==> src/rtl/core/hmvt_pkg.sv <==
package hmvt_pkg;

   // fixed-point format of every element and vector component
   localparam int FRAC_BITS = 16;
   localparam int FIX_W     = 32;

   // matrix storage: four columns, two registers each
   localparam int NUM_COLS  = 4;
   localparam int NUM_REGS  = 2 * NUM_COLS;
   localparam int REG_W     = 2 * FIX_W;
   localparam int REG_IDX_W = $clog2(NUM_REGS);

   // datapath widths: full product, pair sum, four-term sum
   localparam int PROD_W = 2 * FIX_W;
   localparam int PAIR_W = PROD_W + 1;
   localparam int SUM_W  = PROD_W + 2;

   // top bit of the kept result; all bits from here up must agree
   localparam int SAT_LSB = FRAC_BITS + FIX_W - 1;

   localparam logic [FIX_W-1:0] FIX_MAX = {1'b0, {(FIX_W-1){1'b1}}};
   localparam logic [FIX_W-1:0] FIX_MIN = {1'b1, {(FIX_W-1){1'b0}}};

   // reset matrix is the identity
   localparam logic [REG_W-1:0] ONE_LO = REG_W'(1) << FRAC_BITS;
   localparam logic [REG_W-1:0] ONE_HI = ONE_LO << FIX_W;
   localparam logic [NUM_REGS-1:0][REG_W-1:0] CFG_RESET = '{
      ONE_HI, '0,       // t_zw, t_xy
      ONE_LO, '0,       // k_zw, k_xy
      '0,     ONE_HI,   // j_zw, j_xy
      '0,     ONE_LO    // i_zw, i_xy
   };

   typedef logic [NUM_COLS-1:0][FIX_W-1:0] fix_vec_type;

   // per-stage load enables handed to each lane
   typedef struct packed {
      logic prod_en;
      logic pair_en;
      logic sum_en;
   } hmvt_lane_en_type;

endpackage

==> src/rtl/core/hmvt_merge.sv <==
module hmvt_merge import hmvt_pkg::*; (
   input  logic                    clock,
   input  logic                    load,
   input  logic signed [SUM_W-1:0] sum [NUM_COLS],
   output fix_vec_type             comp,
   output logic                    overflowed
);

   fix_vec_type               comp_ff;
   fix_vec_type               comp_in;
   logic                      ovf_ff;
   logic                      ovf_in;
   logic [NUM_COLS-1:0]       sat;
   logic [SUM_W-SAT_LSB-1:0]  top_bits [NUM_COLS];

   // scale down by the fraction width and clamp each lane to 32 bits
   always_comb begin
      for (int r = 0; r < NUM_COLS; r++) begin
         top_bits[r] = sum[r][SUM_W-1:SAT_LSB];
         sat[r]      = !((&top_bits[r]) || !(|top_bits[r]));
         if (sat[r]) begin
            comp_in[r] = sum[r][SUM_W-1] ? FIX_MIN : FIX_MAX;
         end else begin
            comp_in[r] = sum[r][SAT_LSB:FRAC_BITS];
         end
      end
      ovf_in = |sat;
   end

   // result register
   always_ff @(posedge clock) begin
      if (load) begin
         comp_ff <= comp_in;
         ovf_ff  <= ovf_in;
      end
   end

   assign comp       = comp_ff;
   assign overflowed = ovf_ff;

endmodule

==> config.mk <==
export PLATFORM = sky130hd
export DESIGN_NAME = hmvt_merge
export DESIGN_NICKNAME = d
export VERILOG_FILES = /design/src/rtl/core/hmvt_pkg.sv /design/src/rtl/core/hmvt_merge.sv
export SDC_FILE = /design/constraint.sdc
export NUM_CORES = 1
export LEC_CHECK = 0
export ABC_AREA = 0
export BUFFER_PORTS_ARGS = -buffer_cell sky130_fd_sc_hd__buf_2
export CORE_AREA = 3 3 155 157
export CTS_CLUSTER_SIZE = 25
export DETAILED_ROUTE_END_ITERATION = 7
export DIE_AREA = 0 0 158 160
export GPL_ROUTABILITY_DRIVEN = 0
export SLEW_MARGIN = 20
export SYNTH_ARGS = -nofsm -noshare
export SYNTH_HDL_FRONTEND = slang
export SYNTH_SLANG_ARGS = --single-unit
==> constraint.sdc <==
create_clock -name clock -period 2.9 [get_ports clock]
set_input_delay 0.58 -clock clock [delete_from_list [all_inputs] [get_ports clock]]
set_output_delay 0.58 -clock clock [all_outputs]
set_load 0.01 [all_outputs]
==> results.json <==
{
  "run_status": "finished clean",
  "fmax_mhz": 500,
  "path_max_fanout": 27,
  "htree_levels": 4,
  "finalHoldViolCount": 0,
  "antenna_found_initial": 0,
  "drcViolationCount": 0,
  "synth_fa_ha_area_frac": 0,
  "hpwl_um": 11500,
  "post_cts_buffers": 0,
  "powerDensity_nw_per_um2": 631,
  "vias": 4348,
  "die_x_um": 158,
  "synth.distinct_cells": 16,
  "port_buffers": 330,
  "syn2layout_area_growth_pct": 45.7,
  "post_drt_wl_per_cell_um": 16.2,
  "seq_area_um2": 3870,
  "arrival_ns": 2.28,
  "fin_setup_tns_ns": 0,
  "avgSynthCellArea_um2": 16.4,
  "fin_crit_sh": 0.690,
  "n_antenna_cell": 0,
  "crit_required_ns": 3.18,
  "grt_max_degree": 60,
  "clk_pin_slew_ns": 0.06,
  "track_usage": 0.123,
  "leakage_uw": 0.00380,
  "fin_nets": 940,
  "cap_viol_max_count": 0,
  "core_um2": 22600,
  "cts-buffers-inserted": 17,
  "multi_input_area_um2": 1510,
  "yosys_warnings": 0,
  "clockRootBuffer": "clkbuf_16",
  "routed-wl-met3_um": 1600,
  "cts_hold_buf": 0,
  "dieArea_um2": 25300,
  "postSynthCellCount": 342,
  "crit_type": "in2reg",
  "setup_ws_ns": 0.900,
  "ioPinCount": 395,
  "cts_tree": "yes",
  "die_h_um": 160,
  "rsz0062_at_grt": "false",
  "vdd_drop_max_uv": 295,
  "synthMuxAreaShare": 0,
  "slew-limit-headroom": 0.482,
  "finalCriticalPeriod_ns": 2.00,
  "row_count": 55,
  "grt-ovfl-total": 0,
  "fill_cells": 2211,
  "synth_area_leaders": "edfxtp_1 (69%), a21o_2 (13%), a21o_1 (5.2%)",
  "worst_setup_path_start_kind": "input port",
  "slew_viol_final": 0,
  "first_pass_iters": 4,
  "synth-compound-area-share": 0.201,
  "synth-simple-area-share": 0.0600,
  "synth_top_area_share": 0.690,
  "final_common_cell": "buf_2",
  "crit_path_end_kind": "flip-flop",
  "min_path_type": "in2reg",
  "dr_wl_met2_um": 7760,
  "initial_core_util": 0.248,
  "cts_num_sinks": 129,
  "drt_iter0_drc": 243,
  "wirelength_um": 15700,
  "clock_path_buffers": 2,
  "drive_gt1_frac": 0.678,
  "cts_resized": 0,
  "grt_pass1_vias": 4423,
  "setup_viol": 0,
  "synth_top_family_by_area": "compound AO/OA/AOI/OAI gates",
  "synth_top_area_cell": "edfxtp_1",
  "ys_ff_latch": 129,
  "tightestPinTransition_ns": 0.777,
  "viasPerCell": 4.47,
  "grt_pass1_wl_um": 23900,
  "wl_met1_um": 6020,
  "route.top_layer_used": "met4",
  "final_cell_mix": "buf_2 (329), edfxtp_1 (129), a21o_2 (85)",
  "synth_nets": 608,
  "place_ws_ns": 0.434,
  "synth_xor_area_frac": 0,
  "synth_seq_area_share": 0.690,
  "synth_area_um2": 5610,
  "ant_nets": 0
}
registers in the layout, summed over array words and instances (netlist names):
signal and cells:
comp 128, overflowed 1
routing by layer:
metal  vias up  global-route usage
li1       2040                   -
met4         0              0.0485
met5         -                   0
met3        26              0.0558
met2       221               0.202
met1      2061               0.138
worst max-delay path: stages:
cell and delay [ns]:
buf_2 0.13, nor4_1 0.31, nand4_1 0.14, nor4_2 0.32, a31o_2 0.28, buf_4 0.32
a21o_2 0.19
logic make-up (layout without fill, tap and decap cells):
logic type,count (synthesis),count (layout)
compound gates,132,132
flops,129,129
simple gates,53,53
buf+inv,28,373
path summary, 6_finish.rpt:
check | cells after the start | end | start
max | 7 | comp[49] | sum[197]
min | 1 | comp[31] | sum[263]
power by group:
group | switching (uW) | internal, uW
Clock | 837 | 1520
Combinational | 288 | 268
Sequential | 32.9 | 2220
Total | 1160 | 4000
cell usage after synthesis (all sizes together):
library cell	number
a21o	124
a311oi	4
a31o	4
and3	4
buf	24
clkbuf	1
dlygate4sd3	3
edfxtp	129
nand4	21
nor2	8
nor4	20
through the flow:
step                       util  power [uW]  std cells  hold slack (ns)  area, um2
after global placement    0.333        2850        940            0.836       7530
final                     0.361        5160        972            0.420       8180
after CTS                 0.361        5250        972            0.389       8180
after global routing      0.361        5390        972            0.400       8180
after floorplan               -        2500        342            0.692       5610
after detailed placement  0.333        2850        940            0.838       7530
cell type report:
class | instances | area share
Sequential cell | 129 | 0.474
Timing Repair Buffer | 341 | 0.219
Multi-Input combinational cell | 185 | 0.185
Clock buffer | 17 | 0.0520
Clock inverter | 15 | 0.0263
Tap cell | 285 | 0.0436
Note: power is estimated with default switching activity, not from simulation.
